$ cat config.mk
export PLATFORM = sky130hd
export DESIGN_NAME = scs_ram
export DESIGN_NICKNAME = d
export VERILOG_FILES = /design/src/design/segment_color_statistics_defines.svh /design/src/design/scs_ram.sv
export SDC_FILE = /design/constraint.sdc
export NUM_CORES = 1
export LEC_CHECK = 0
export BUFFER_PORTS_ARGS = -buffer_cell sky130_fd_sc_hd__buf_2
export CAP_MARGIN = 40
export CORE_MARGIN = 4
export CORE_UTILIZATION = 25
export CTS_BUF_LIST = sky130_fd_sc_hd__clkbuf_2
export CTS_CLUSTER_SIZE = 8
export DETAILED_ROUTE_END_ITERATION = 16
export PLACE_DENSITY_LB_ADDON = 0.2
export SETUP_SLACK_MARGIN = 0.3
export SLEW_MARGIN = 15
export SYNTH_ARGS = -nofsm -noshare
export SYNTH_HDL_FRONTEND = slang
export SYNTH_SLANG_ARGS = --single-unit
export TNS_END_PERCENT = 30
$ cat constraint.sdc
create_clock -name i_clk -period 5.8 [get_ports i_clk]
set_clock_uncertainty 0.15 [all_clocks]
set_input_delay 1.16 -clock i_clk [delete_from_list [all_inputs] [get_ports i_clk]]
set_output_delay 1.16 -clock i_clk [all_outputs]
set_load 0.005 [all_outputs]
$ cat src/design/segment_color_statistics_defines.svh
// Assertion macros for the segment colour statistics block.
// Included by every file that carries assertions; no other dependencies.
`ifndef SEGMENT_COLOR_STATISTICS_DEFINES_SVH
`define SEGMENT_COLOR_STATISTICS_DEFINES_SVH
`ifndef ASSERT_OFF
`define SCS_ASSERT(lbl, clk, rst_n, prop) \
    lbl: assert property (@(posedge clk) disable iff (!rst_n) prop) \
        else $error("assertion failed");
`define SCS_ASSERT_NORST(lbl, clk, prop) \
    lbl: assert property (@(posedge clk) prop) else $error("assertion failed");
`else
`define SCS_ASSERT(lbl, clk, rst_n, prop)
`define SCS_ASSERT_NORST(lbl, clk, prop)
`endif
`endif

$ cat src/design/scs_ram.sv
// Generic single-port-write, single-port-read RAM with registered read data.
// Read returns the old contents on a same-address write. No dependencies.
module scs_ram #(
    parameter int W = 8,
    parameter int D = 16
) (
    input  logic                 i_clk,
    input  logic                 i_we,
    input  logic [$clog2(D)-1:0] i_waddr,
    input  logic [W-1:0]         i_wdata,
    input  logic [$clog2(D)-1:0] i_raddr,
    output logic [W-1:0]         o_rdata
);
    logic [W-1:0] r_mem [D];
    logic [W-1:0] r_rdata;

    always_ff @(posedge i_clk) begin
        if (i_we) begin
            r_mem[i_waddr] <= i_wdata;
        end
        r_rdata <= r_mem[i_raddr];
    end

    assign o_rdata = r_rdata;
endmodule

Word-level counts from Yosys, hierarchy flattened:

Memories as Yosys holds them, arrays and structs flattened. A register that Yosys moved wholly into a read port is not among the register bits.
Cells that the tools add are included.
Widths: inputs -> output; s select.

* output and inout bits: 8
* flip-flop bits (word level): 0
* memory bits (writable): 128
* logic and storage cells: 3
* input port bits: 18
* memories kept: 1

* muxes and demuxes: 2

Memory list
* r_mem: depth 16, width 8, rd ports 1, clocked after memory_dff 1, write ports 1, RTL line scs_ram.sv:14 `logic [W-1:0] r_mem [D];`

Operators with widths (count)
* $mux 1: 2

Depth between registers and ports, before layout:

* word-level depth: 2
* mapped depth: 5
* depth with buffers taken out: 3

Least setup slack after synthesis:

No wires, ideal clock.

* path type: input to register
* start point: input port i_waddr[2]
* end point: memory r_mem[0][0], enable pin
* arrival: 2.270 ns
* path buffers: 0
* stages on the path: 2
* path slack: 2.997 ns
* library setup time: 0.383 ns
* path through: or3b_2 nor3_1

RTL lines
* from (decl): RTL line scs_ram.sv:9 `input logic [$clog2(D)-1:0] i_waddr,`
* to (decl): RTL line scs_ram.sv:14

No word-level cell before the write port.

Final worst setup path:

* start point: register r_rdata[7], in the netlist o_rdata[7] (read register of r_mem)
* end point: output port o_rdata[7]

RTL lines
* from (decl): RTL line scs_ram.sv:15 `logic [W-1:0] r_rdata;`
* to (decl): RTL line scs_ram.sv:12 `output logic [W-1:0] o_rdata`

No word-level cell between the ends.

==> summary.md <==
| Metric | Value |
|---|---|
| Status | `completed` |
| CTS buffer count | `17` |
| Via count | `between 2000 and 2500` |
| Layout net count | `299` |
| Drt initial violations | `between 150 and 200` |
| Rel. slew slack | `between 40% and 50%` |
| # setup viols final | `0` |
| Crit-path cells | `buf_2` |
| I/O pin count | `26` |
| First-pass GRT wire length | `16800 um` |
| Final min period | `~2.5 ns` |
| Max FO, Critical Path | `1` |
| Distinct cells, synth | `19` |
| Final non-filler cell area | `~5900 sq um` |
| Vias in the first global route | `between 2000 and 3000` |
| Worst EP arrival | `1.23 ns` |
| Total Neg Setup Slack | `0 ns` |
| Tot GR Track Use | `slightly above 10%` |
| Post-Syn Area | `between 5000 and 6000 sq um` |
| Crit-path max cell delay | `0.44 ns` |
| Max H-tree Level | `4` |
| Final Cycle Share | `43.8%` |
| Cell leakage power | `1.92 nW` |
| Grt ovf | `0` |
| Clock buffer depth | `2` |
| CTS clock-pin slew for the worst setup and hold paths | `0.20 ns` |
| Pre-antenna DRT Iters | `4` |
| Setup Fix Bufs, Post-CTS | `0` |
| TritonCTS clock tree | `done` |
| Filler Cells Inserted | `between 2000 and 2500` |
| Power per cell area | `roughly 290 nW/um^2` |
| Routed vias/inst | `between 4 and 5` |
| Slowest stage cell, crit path | `dfxtp_1` |
| DRC violations left | `0` |
| Site Rows | `52` |
| CP Capture Type | `output port` |
| RSZ-0062 raised after global routing | `false` |
| Post-DR wirelength/cell | `about 19 um` |
| Slew @ Worst Pin | `roughly 0.8 ns` |
| Worst skew pair latency | `between 0.6 and 0.7 ns` |
| Final hold vios | `0` |
| CORE AREA | `20200 sq um` |
| Cell count after synthesis | `229` |
| WL final | `10900 um` |
| FMAX | `approximately 390 MHz` |
| Cell family with most CP delay | `flip-flops` |
| Syn. warnings | `0` |
| Synthesized flop and latch total | `around 140` |
| Critical path type | `reg -> out` |
| Cell Area, Placed | `5680 sq um` |
| Commonest non-fill, non-tap cell in the layout | `edfxtp_1` |
| Number of max-cap violations | `0` |
| CTS Hold Bufs | `0` |
| Die Span X | `roughly 150 um` |
| Placer's final routability congestion estimate | `around 0.68` |
| Worst Hold Class | `reg -> reg` |
| CTS resizes | `0` |
| Largest net degree at the start of global routing | `33` |
| Worst vdd ir | `roughly 0.12 mV` |
| Clock root buffer | `clkbuf_2` |
| Layout cells sized above 1 | `30.6%` |
| Initial Util | `about 25%` |
| Crit path buffers/inverters | `1` |
| Syn Area/Cell | `22.5 sq um` |
| Full die area | `about 23000 sq um` |
| Sequential-to-total area share from yosys stat | `roughly 80%` |
| Most frequent cells in the layout | `128 x edfxtp_1, 25 x buf_2, 21 x clkbuf_2` |
| Area delta synth->final | `14.0%` |
| Slew Viols, Final | `0` |
| Initial antenna violation count | `0` |
| Worst setup SP type | `register` |
| Clock Sinks | `around 140` |
| CP Data Required Time | `approximately 4.5 ns` |
| Routed Antenna Nets | `0` |
| Die height | `151 um` |
| Post-detail-place hpwl | `~7400 um` |
| IO buf count | `25` |
| Diode count | `0` |
| Syn Nets | `approximately 250` |
==> path summary, 6_finish.rpt <==
check	start	end	slack, ns	cells past startpoint
hold / removal	r_mem[12][3]	o_rdata[3]	0.52	3
setup / recovery	o_rdata[7]	o_rdata[7]	3.26	1
hold reg to reg	r_mem[12][3]	o_rdata[3]	0.52	3
setup reg to reg	r_mem[0][0]	o_rdata[0]	4.29	3
==> routing by layer <==
| metal | vias up | wire, um | global-route usage, % |
|---|---|---|---|
| li1 | 1079 | - | - |
| met1 | 1285 | 5330 | 14.4 |
| met2 | 52 | 4990 | 15.4 |
| met3 | 8 | 481 | 3.63 |
| met4 | 0 | 125 | 2.88 |
| met5 | - | 0 | 0 |
==> worst register-to-register path, stage by stage, from the launching register on <==
cell and delay (ns):
edfxtp_1 0.45, mux4_1 0.52, a22oi_1 0.23, nand2_1 0.09
==> synthesized netlist by cell type <==
cell type | number | share of area, %
buf_2 | 3 | 0.29
mux4_2 | 18 | 7.9
edfxtp_1 | 128 | 75
clkdlybuf4s25_2 | 3 | 0.58
nand2_1 | 9 | 0.66
nor2_1 | 13 | 0.95
mux4_1 | 14 | 7.1
and2_1 | 1 | 0.12
dfxtp_1 | 8 | 3.1
or3b_2 | 1 | 0.17
nand3b_1 | 2 | 0.29
and2b_1 | 1 | 0.15
nor3_1 | 4 | 0.39
buf_6 | 3 | 0.66
buf_4 | 1 | 0.15
nand2b_1 | 2 | 0.24
nand3_1 | 1 | 0.097
a22oi_1 | 16 | 2.3
nor2b_1 | 1 | 0.12
==> stage by stage <==
stage                     util (%)  hold slack, ns  power, mW  std cells  worst slack, ns
after global placement        27.5           0.510       1.23        519             2.69
after detailed placement      28.1           0.522       1.23        532             2.70
after floorplan                  -           0.479       1.18        229             3.00
final                         29.0           0.520       1.69        564             3.26
after CTS                     29.0           0.526       1.71        564             3.19
after global routing          29.0           0.560       1.77        564             3.13
==> state kept, by name, summed over array words and instances (netlist names) <==
name	count
r_mem	128
o_rdata	8
==> cell type report <==
class	instances	area (sq um)	share of cell area, %
timing repair buffer	43	280	4.78
clock buffer	21	105	1.79
tap	270	338	5.76
clock inverter	11	83.8	1.43
multi-input combinational	83	1060	18.0
sequential	136	4000	68.2
==> cell families (layout without fill, tap and decap cells) <==
family / count (synthesis) / after routing / share of synthesized area (%)
multiplexers: 32 / 32 / 15.0
flip-flops: 136 / 136 / 77.8
AND/OR/NAND/NOR: 35 / 35 / 3.18
buffers and inverters: 10 / 75 / 1.68
AO/OA/AOI/OAI: 16 / 16 / 2.33
==> power breakdown <==
part	total [mW]	switching [mW]	internal (mW)
Clock	0.483	0.330	0.153
Combinational	0.102	0.0592	0.0431
Sequential	1.10	0.00588	1.10
Note: power is estimated with default switching activity, not from simulation.
