$ cat config.mk
export PLATFORM = sky130hd
export DESIGN_NAME = scs_div
export DESIGN_NICKNAME = d
export VERILOG_FILES = /design/src/design/segment_color_statistics_defines.svh /design/src/design/scs_div.sv
export SDC_FILE = /design/constraint.sdc
export NUM_CORES = 1
export LEC_CHECK = 0
export BUFFER_PORTS_ARGS = -buffer_cell sky130_fd_sc_hd__buf_4
export CORE_UTILIZATION = 60
export DETAILED_ROUTE_END_ITERATION = 7
export PLACE_DENSITY = 0.95
export SETUP_SLACK_MARGIN = 0.5
export SYNTH_ARGS = -nofsm -noshare
export SYNTH_HDL_FRONTEND = slang
export SYNTH_SLANG_ARGS = --single-unit
$ cat constraint.sdc
create_clock -name i_clk -period 4.6 [get_ports i_clk]
set_input_delay 0 -clock i_clk [delete_from_list [all_inputs] [get_ports i_clk]]
set_output_delay 0 -clock i_clk [all_outputs]
set_load 0.01 [all_outputs]
$ cat src/design/segment_color_statistics_defines.svh
// Assertion macros for the segment colour statistics block.
// Included by every file that carries assertions; no other dependencies.
`ifndef SEGMENT_COLOR_STATISTICS_DEFINES_SVH
`define SEGMENT_COLOR_STATISTICS_DEFINES_SVH
`ifndef ASSERT_OFF
`define SCS_ASSERT(lbl, clk, rst_n, prop) \
    lbl: assert property (@(posedge clk) disable iff (!rst_n) prop) \
        else $error("assertion failed");
`define SCS_ASSERT_NORST(lbl, clk, prop) \
    lbl: assert property (@(posedge clk) prop) else $error("assertion failed");
`else
`define SCS_ASSERT(lbl, clk, rst_n, prop)
`define SCS_ASSERT_NORST(lbl, clk, prop)
`endif
`endif

$ cat src/design/scs_div.sv
// Radix-2 restoring divider: signed dividend by unsigned non-zero divisor,
// quotient truncated toward zero, one bit per cycle. No dependencies.
module scs_div #(
    parameter int DW = 38,
    parameter int CW = 22
) (
    input  logic                 i_clk,
    input  logic                 i_rst_n,
    input  logic                 i_start,
    input  logic signed [DW-1:0] i_dividend,
    input  logic [CW-1:0]        i_divisor,
    output logic                 o_done,
    output logic [DW-1:0]        o_quot
);
    localparam int CNT_W = $clog2(DW);

    logic             r_busy;
    logic             r_done;
    logic [CNT_W-1:0] r_cnt;
    logic [CW-1:0]    r_rem;
    logic [DW-1:0]    r_q;
    logic             r_neg;
    logic [CW-1:0]    r_div;
    logic [CW:0]      trial;
    logic [CW:0]      diff;
    logic             ge;

    always_comb begin
        trial = {r_rem, r_q[DW-1]};
        ge    = trial >= {1'b0, r_div};
        diff  = trial - {1'b0, r_div};
    end

    always_ff @(posedge i_clk) begin
        if (!i_rst_n) begin
            r_busy <= 1'b0;
            r_done <= 1'b0;
        end else begin
            r_done <= 1'b0;
            if (i_start) begin
                r_busy <= 1'b1;
            end else if (r_busy && r_cnt == '0) begin
                r_busy <= 1'b0;
                r_done <= 1'b1;
            end
        end
        if (i_start) begin
            r_cnt <= CNT_W'(DW - 1);
            r_rem <= '0;
            r_neg <= i_dividend[DW-1];
            r_div <= i_divisor;
            r_q   <= i_dividend[DW-1] ? (~i_dividend + DW'(1)) : i_dividend;
        end else if (r_busy) begin
            r_cnt <= r_cnt - CNT_W'(1);
            r_q   <= {r_q[DW-2:0], ge};
            r_rem <= ge ? diff[CW-1:0] : trial[CW-1:0];
        end
    end

    assign o_done = r_done;
    assign o_quot = r_neg ? (~r_q + DW'(1)) : r_q;
endmodule

Word level (Yosys, flattened, before mapping)
Cells that the tools add are included.
{"block": "word_totals", "register_bits": 91, "in_bits": 63, "output_inout_bits": 39, "word_cells": 28}
{"block": "classes", "n_addsub": 4, "n_lt_le_gt_ge": 1, "mux": 8, "bitwise": 3, "reduce_logical": 5}
{"cell": "$mux 38", "n": 4}
{"cell": "$not 38->38", "n": 2}
{"cell": "$add 38x1->38 const B", "n": 1}
{"cell": "$add 38x2->38 const B", "n": 1}
{"cell": "$ge 23x22->1", "n": 1}
{"cell": "$mux 22", "n": 1}
{"cell": "$sub 22x22->22", "n": 1}
{"cell": "$logic_not 6->1", "n": 1}
{"cell": "$sub 6x1->6 const B", "n": 1}
{"cell": "$reduce_bool 2->1", "n": 2}
{"cell": "$mux 1", "n": 3}
{"cell": "$reduce_or 2->1", "n": 1}
{"cell": "$logic_and 1x1->1", "n": 1}
{"cell": "$not 1->1", "n": 1}

Logic depth before layout (Yosys ltp)
Gate-level depths: netlist (run 1).
{"block": "depth", "word_depth": 4, "depth_mapped": 11, "depth_no_buf": 11}

Worst setup path before layout (run 1)
OpenSTA, ideal clock, no wires.
{"block": "synth_path", "path_kind": "reg2out", "start": "register r_q[13]", "end": "output o_quot[32]", "arrival_time_ns": 2.697, "required_ns": 4.600, "path_slack_ns": 1.903, "stages_incl_launch_ff": 8, "n_path_buf": 0, "path_cell_list": "edfxtp_1 -> or4_4 -> nor4_4 -> nand2b_1 -> or4_4 -> or4_4 -> o41ai_2 -> xnor2_1"}
{"block": "synth_between", "elab_chain_cells": 3}
{"item": "start, declared", "line": "scs_div.sv:21", "text": "logic [DW-1:0] r_q;"}
{"item": "start signal, assigned", "line": "scs_div.sv:52", "text": "r_q <= i_dividend[DW-1] ? (~i_dividend + DW'(1)) : i_dividend;"}
{"item": "start signal, assigned", "line": "scs_div.sv:55", "text": "r_q <= {r_q[DW-2:0], ge};"}
{"item": "$not 38->38", "line": "scs_div.sv:61", "text": "assign o_quot = r_neg ? (~r_q + DW'(1)) : r_q;"}
{"item": "$add 38x1->38", "line": "scs_div.sv:61"}
{"item": "$mux 38", "line": "scs_div.sv:61"}
{"item": "end, declared", "line": "scs_div.sv:13", "text": "output logic [DW-1:0] o_quot"}
No other way between the ends.

Final worst setup path (run 1)
{"block": "layout_path", "start": "register r_q[12]", "end": "output o_quot[37]"}
The elaborated chain is that of the path after synthesis.

==> impl_metrics.env, run 1 <==
export IMPL_outcome="complete, no violations"
export IMPL_drc=0
export IMPL_insertion_delay_ns=0.38
export IMPL_core_sq_um=9950
export IMPL_numClockSinks=91
export IMPL_regArea_sq_um=2430
export IMPL_r2r_start="r_div[2]"
export IMPL_p_seq_share_pct=46.5
export IMPL_reg2regPathDepth=9
export IMPL_synth_warnings=0
export IMPL_finalSetupViolations=0
export IMPL_yosysSeqAreaShare_pct=38.9
export IMPL_area_growth_pct=20.1
export IMPL_die_w_um=104
export IMPL_nets=899
export IMPL_synth_most_common_cell="nor2_1"
export IMPL_die_area_sq_um=10800
export IMPL_swShare_pct=32.1
export IMPL_yosys_top_cells_count="nor2_1 (76), nand2_1 (68), edfxtp_1 (61)"
export IMPL_place_ws_ns=1.41
export IMPL_cp_start_kind="flip-flop"
export IMPL_drt_iter0_drc=552
export IMPL_grtUsageMet1_pct=36.1
export IMPL_synth_seq_cells=91
export IMPL_grt_start_max_net_pins=77
export IMPL_ctsResizeCount=0
export IMPL_fin_setup_tns_ns=0
export IMPL_use_met2_pct=49.4
export IMPL_top_usage_layer="met2"
export IMPL_root_buffer="clkbuf_8"
export IMPL_vdd_drop_max_mv=0.246
export IMPL_p_clk_share_pct=23.5
export IMPL_p_comb_share_pct=30.0
export IMPL_initial_utilization_pct=62.8
export IMPL_cellPowerDensity_nw_per_um2=297
export IMPL_fillCellCount=701
export IMPL_tightest_slew_ns=1.17
export IMPL_critPathArrivalTime_ns=3.57
export IMPL_fp_dieH_um=104
export IMPL_ant_nets=0
export IMPL_multi_input_area_sq_um=3560
export IMPL_rr_endpoint="r_rem[0]"
export IMPL_dp_hpwl_um=11200
export IMPL_critPathKind="reg -> out"
export IMPL_syn_inst=701
export IMPL_p_int_uw=1510
export IMPL_timing_final_crit_share_pct=77.5
export IMPL_required_ns=4.60
export IMPL_skew_ns=0.0135
export IMPL_min_to="r_q[36]"
export IMPL_whs_ns=0.0238
export IMPL_post_cts_buffers=0
export IMPL_synth_distinct_cells=61
export IMPL_p_sw_uw=717
export IMPL_finalWorstSetupSlack_ns=1.03
export IMPL_syn_nets=790
export IMPL_vias=5872
export IMPL_via_per_inst=6.19
export IMPL_clkTransAtPathRegs_ns=0.08
export IMPL_totalWireLength_um=16000
export IMPL_drive_above_1_share_pct=16.6
export IMPL_hold_viol_final=0
export IMPL_routedWlPerCell_um=16.9
export IMPL_fmax_mhz=280
export IMPL_min_from="i_dividend[36]"
export IMPL_htreeDepth=3
export IMPL_r2r_setup_slack_ns=1.35
export IMPL_numCtsBuffers=9
export IMPL_rsz0062_at_grt="no"
export IMPL_cap_violations=0
export IMPL_syn_area_sq_um=6250
export IMPL_diodes=0
export IMPL_grt_pass1_vias=5657
export IMPL_end_kind="output port"
export IMPL_io_buffer_count=101
export IMPL_yosys_area_top_type_share_pct=29.3
export IMPL_fin_cells=948
export IMPL_p_leak_uw=0.00295
export IMPL_grt_pass1_wl_um=26000
export IMPL_ioPinCount=102
export IMPL_groute_usage_overall_pct=29.7
export IMPL_avgSynthCellArea_sq_um=8.92
export IMPL_synth_top_area_cell="edfxtp_1"
export IMPL_period_minus_slack_ns=3.57
export IMPL_slew_headroom_pct=22.2
export IMPL_antenna_found_initial=0
export IMPL_synthArstFlopShare_pct=0
export IMPL_synth_edf_count=61
export IMPL_synth_area_leaders="edfxtp_1 (29%), dfxtp_1 (9.6%), xnor2_1 (6.2%)"
export IMPL_whs_path_depth=3
export IMPL_overflow=0
export IMPL_dp_cells=908
export IMPL_core_rowCount=36
export IMPL_synth_ff_type="edfxtp_1"
export IMPL_hp_class="in -> reg"
export IMPL_clock_path_buffers=2
export IMPL_crit_fanout=5
export IMPL_dr_pass1_iters=6
export IMPL_maxSlewViolCount=0
export IMPL_gp_congestion=0.971
export IMPL_grtUsageMet3_pct=6.70
export IMPL_cts_tree="built"
[final cells by class]
cell class,instances,share of cell area (%)
Multi-Input combinational cell,542,47.4
Sequential cell,91,32.4
Timing Repair Buffer,129,13.7
Clock buffer,14,2.32
Tap cell,133,2.22
Inverter,37,1.85
Clock inverter,2,0.133
[sequential cells by signal (all words and copies together), names as in the netlist]
| register | cells |
|---|---|
| o_done | 1 |
| r_busy | 1 |
| r_cnt | 6 |
| r_div | 22 |
| r_neg | 1 |
| r_q | 38 |
| r_rem | 22 |
[repair_timing]
item,CTS,global route
hold endpoints to repair,25,0
hold buffers,24,0
endpoints found under the setup margin,0,0
[critical path, cell delays in order (launching register included)]
cell,delay (ns)
edfxtp_1,0.46
or4_4,0.59
nor4_4,0.16
nand4_1,0.24
or4_1,0.57
o41ai_1,0.66
nand2_1,0.17
xnor2_1,0.19
buf_4,0.14
[cells in the final DEF (no fill, tap or decap), drive strengths merged, types with 3 or more instances in the layout]
| master | count |
|---|---|
| a211o | 4 |
| a211oi | 8 |
| a21o | 7 |
| a21oi | 56 |
| a311oi | 14 |
| buf | 105 |
| clkbuf | 14 |
| dfxtp | 30 |
| dlygate4sd3 | 24 |
| edfxtp | 61 |
| ha | 25 |
| inv | 37 |
| mux2i | 3 |
| nand2 | 68 |
| nand2b | 3 |
| nand3 | 17 |
| nand4 | 5 |
| nor2 | 76 |
| nor2b | 4 |
| nor3 | 14 |
| nor4 | 9 |
| o21a | 4 |
| o21ai | 39 |
| o31ai | 24 |
| o41ai | 12 |
| or3 | 11 |
| or3b | 3 |
| or4 | 16 |
| xnor2 | 44 |
| xor2 | 41 |
[layer usage]
layer / vias to the layer above / wire length [um]
met5: - / 0
met1: 2750 / 6480
met4: 0 / 576
met3: 56 / 1160
met2: 272 / 7770
li1: 2794 / -
[how the worst max path moves through the flow]
stage               slack [ns]          to  startpoint  cells past startpoint
CTS                       1.01  o_quot[37]     r_q[12]                      8
finish                    1.03  o_quot[37]     r_q[12]                      8
floorplan                 1.90  o_quot[32]     r_q[13]                      7
global route              0.87  o_quot[37]     r_q[11]                      8
global placement          1.57   r_rem[20]   r_div[14]                     10
detailed placement        1.41  o_quot[37]     r_q[12]                      8
[power by group through the flow]
stage	logic [uW]	registers (uW)	clock network [uW]
floorplan	411	1030	0
global route	726	1050	554
global placement	616	1050	0
finish	670	1040	524
detailed placement	637	1050	0
CTS	660	1030	527
[cells by family (layout without fill, tap and decap cells)]
| group | Yosys count | after routing | share of synthesized area [%] |
|---|---|---|---|
| muxes | 4 | 4 | 0.661 |
| and+or+nand+nor | 238 | 238 | 18.9 |
| AOI/OAI and AO/OA | 189 | 189 | 20.1 |
| DFF | 91 | 91 | 38.9 |
| xor gates and xnor gates | 85 | 85 | 11.9 |
| adders and majority gates | 26 | 26 | 5.32 |
| buffers and inverters | 68 | 182 | 4.14 |
[metrics by stage]
stage          area [sq um]  total power (uW)  util (%)
5_1_grt                7510              2330      75.4
3_3_place_gp           7090              1660      71.2
6_report               7510              2230      75.4
4_1_cts                7510              2220      75.4
3_5_place_dp           7090              1690      71.2
2_1_floorplan          6250              1440         -
No activity file was read; power rests on OpenSTA's default activity.
==> run 2: changes to the inputs <==
CORE_UTILIZATION = 52   (was 60)
PLACE_DENSITY = 0.89   (was 0.95)
clock period = 3.2 ns   (was 4.6 ns; I/O delays follow)
==> impl_metrics.env, run 2 (synthesis gave the netlist of run 1 again) <==
export IMPL_gp_congestion=0.917
export IMPL_fmax_mhz=316
export IMPL_rr_endpoint="r_rem[14]"
export IMPL_finalPower_uw=3690
export IMPL_clkTransAtPathRegs_ns=0.06
export IMPL_vias=6137
export IMPL_numCtsBuffers=9
export IMPL_violations="DRC"
export IMPL_crit_fanout=5
export IMPL_core_rowCount=39
export IMPL_drt_iter0_drc=812
export IMPL_cp_common_cell="or4_4"
export IMPL_period_minus_slack_ns=3.16
export IMPL_layout_commonest_cell="buf_4"
export IMPL_p_int_uw=2560
export IMPL_reg2regPathDepth=12
export IMPL_drc=7
export IMPL_cellPowerDensity_nw_per_um2=455
export IMPL_design_area_sq_um=8110
export IMPL_end_kind="output port"
export IMPL_die_area_sq_um=12500
export IMPL_regArea_sq_um=2430
export IMPL_slowest_stage="edfxtp_1"
export IMPL_largest_reg_flops=38
export IMPL_vdd_drop_max_mv=0.278
export IMPL_nets=931
export IMPL_via_per_inst=6.20
export IMPL_rsz0062_at_grt="yes"
export IMPL_critPathBufInv=1
export IMPL_grt_pass1_wl_um=26100
export IMPL_antenna_found_initial=0
export IMPL_maxSlewViolCount=0
export IMPL_fp_dieH_um=112
export IMPL_swShare_pct=30.6
export IMPL_ant_nets=0
export IMPL_timing_final_crit_share_pct=98.8
export IMPL_area_growth_pct=29.8
export IMPL_worstPathCellList="nor4_4 > nand3_2 > nand2b_1 > or4_4 > or4_4 > o21ai_0 > xnor2_1 > buf_4"
export IMPL_core_sq_um=11600
export IMPL_required_ns=3.20
export IMPL_diodes=0
export IMPL_root_buffer="clkbuf_16"
export IMPL_groute_usage_overall_pct=26.0
export IMPL_reg_top3="r_q (38), r_div (22), r_rem (22)"
export IMPL_clock_path_buffers=2
export IMPL_slew_headroom_pct=11.9
export IMPL_overflow=0
export IMPL_critPathArrivalTime_ns=3.16
export IMPL_die_w_um=112
export IMPL_io_buffer_count=101
export IMPL_cap_violations=0
export IMPL_regMostFlops="r_q"
export IMPL_drive_above_1_share_pct=23.4
export IMPL_place_area_sq_um=7140
export IMPL_totalWireLength_um=17200
export IMPL_p_clk_share_pct=30.7
export IMPL_hold_viol_final=0
export IMPL_fillCellCount=775
export IMPL_grt_pass1_vias=5542
export IMPL_p_comb_share_pct=28.4
export IMPL_skew_ns=0.00381
export IMPL_grt_start_max_net_pins=85
export IMPL_initial_utilization_pct=54.1
export IMPL_cp_endpoint="o_quot[36]"
export IMPL_p_sw_uw=1130
export IMPL_multi_input_area_sq_um=3760
export IMPL_hp_class="in -> reg"
export IMPL_finalSetupViolations=0
export IMPL_dp_cells=923
export IMPL_fin_cells=990
export IMPL_routedWlPerCell_um=17.4
export IMPL_final_cell_mix="buf_4 (133), nor2_1 (76), nand2_1 (66)"
export IMPL_htreeDepth=3
export IMPL_ioPinCount=102
export IMPL_max_stage_delay_ns=0.51
export IMPL_p_seq_share_pct=40.9
export IMPL_dp_hpwl_um=10500
export IMPL_numClockSinks=91
export IMPL_finish_utilization_pct=70.2
export IMPL_cp_top_family="simple AND/OR/NAND/NOR gates"
export IMPL_critPathKind="reg -> out"
export IMPL_p_leak_uw=0.00321
export IMPL_outcome="finished, violations left"
export IMPL_r2r_start="r_q[37]"
export IMPL_cp_start_kind="flip-flop"
export IMPL_cts_tree="built"
export IMPL_dr_pass1_iters=8
export IMPL_r2r_setup_slack_ns=0.53
export IMPL_insertion_delay_ns=0.35
export IMPL_cp_startpoint="r_q[8]"
export IMPL_cp_depth=8
export IMPL_tightest_slew_ns=1.32
run 2: power groups by stage:
stage          clock, uW  sequential [uW]  combinational [uW]
2_1_floorplan          0             1480                 591
3_3_place_gp           0             1510                 893
3_5_place_dp           0             1520                 909
4_1_cts             1140             1490                 976
5_1_grt             1190             1520                1140
6_report            1130             1510                1050
run 2: repair_timing:
item / 4_1_cts / 5_1_grt
setup endpoints to repair: 30 / 42
pin swaps: 6 / 19
buffers inserted: 20 / 8
gates resized for setup: 14 / 33
hold endpoints to repair: 24 / 0
hold buffers: 23 / 0
run 2: worst register-to-register path, stage by stage, from the launching register on:
cell and delay [ns]:
edfxtp_1 0.38, inv_2 0.10, ha_4 0.14, inv_2 0.04, fa_2 0.37, a21o_1 0.18, a21oi_2 0.19, o211ai_1 0.24
a21oi_2 0.35, buf_4 0.18, or3b_4 0.11, nand3_2 0.06, a311oi_1 0.25
run 2: worst min-delay path by stage:
stage	end	from	cells past startpoint	slack [ns]
6_report	r_q[19]	i_dividend[19]	3	0.05
5_1_grt	r_q[0]	i_dividend[0]	3	0.05
4_1_cts	r_q[0]	i_dividend[0]	3	0.02
3_5_place_dp	r_div[9]	i_divisor[9]	1	0.18
3_3_place_gp	r_div[7]	i_divisor[7]	1	0.18
2_1_floorplan	r_div[0]	i_divisor[0]	0	0.1
run 2: layout make-up:
type | count | area share (%)
Clock inverter | 7 | 1.14
Tap cell | 143 | 2.21
Multi-Input combinational cell | 542 | 46.3
Clock buffer | 9 | 2.78
Sequential cell | 91 | 30.0
Timing Repair Buffer | 161 | 15.8
Inverter | 37 | 1.71
run 2: through the flow:
step	hold WS, ns	setup TNS, ns	setup slack, ns
6_report	0.0451	0	0.0396
4_1_cts	0.0245	0	0.0296
2_1_floorplan	0.0989	0	0.503
5_1_grt	0.0483	-0.301	-0.0706
3_5_place_dp	0.179	0	0.191
3_3_place_gp	0.178	0	0.265
run 2: per-layer routing:
metal	global-route usage, %	wire length [um]	vias up
met1	33.0	6820	2863
met4	13.1	859	0
met3	4.41	1170	84
met5	0	0	-
met2	42.7	8390	338
li1	-	-	2852
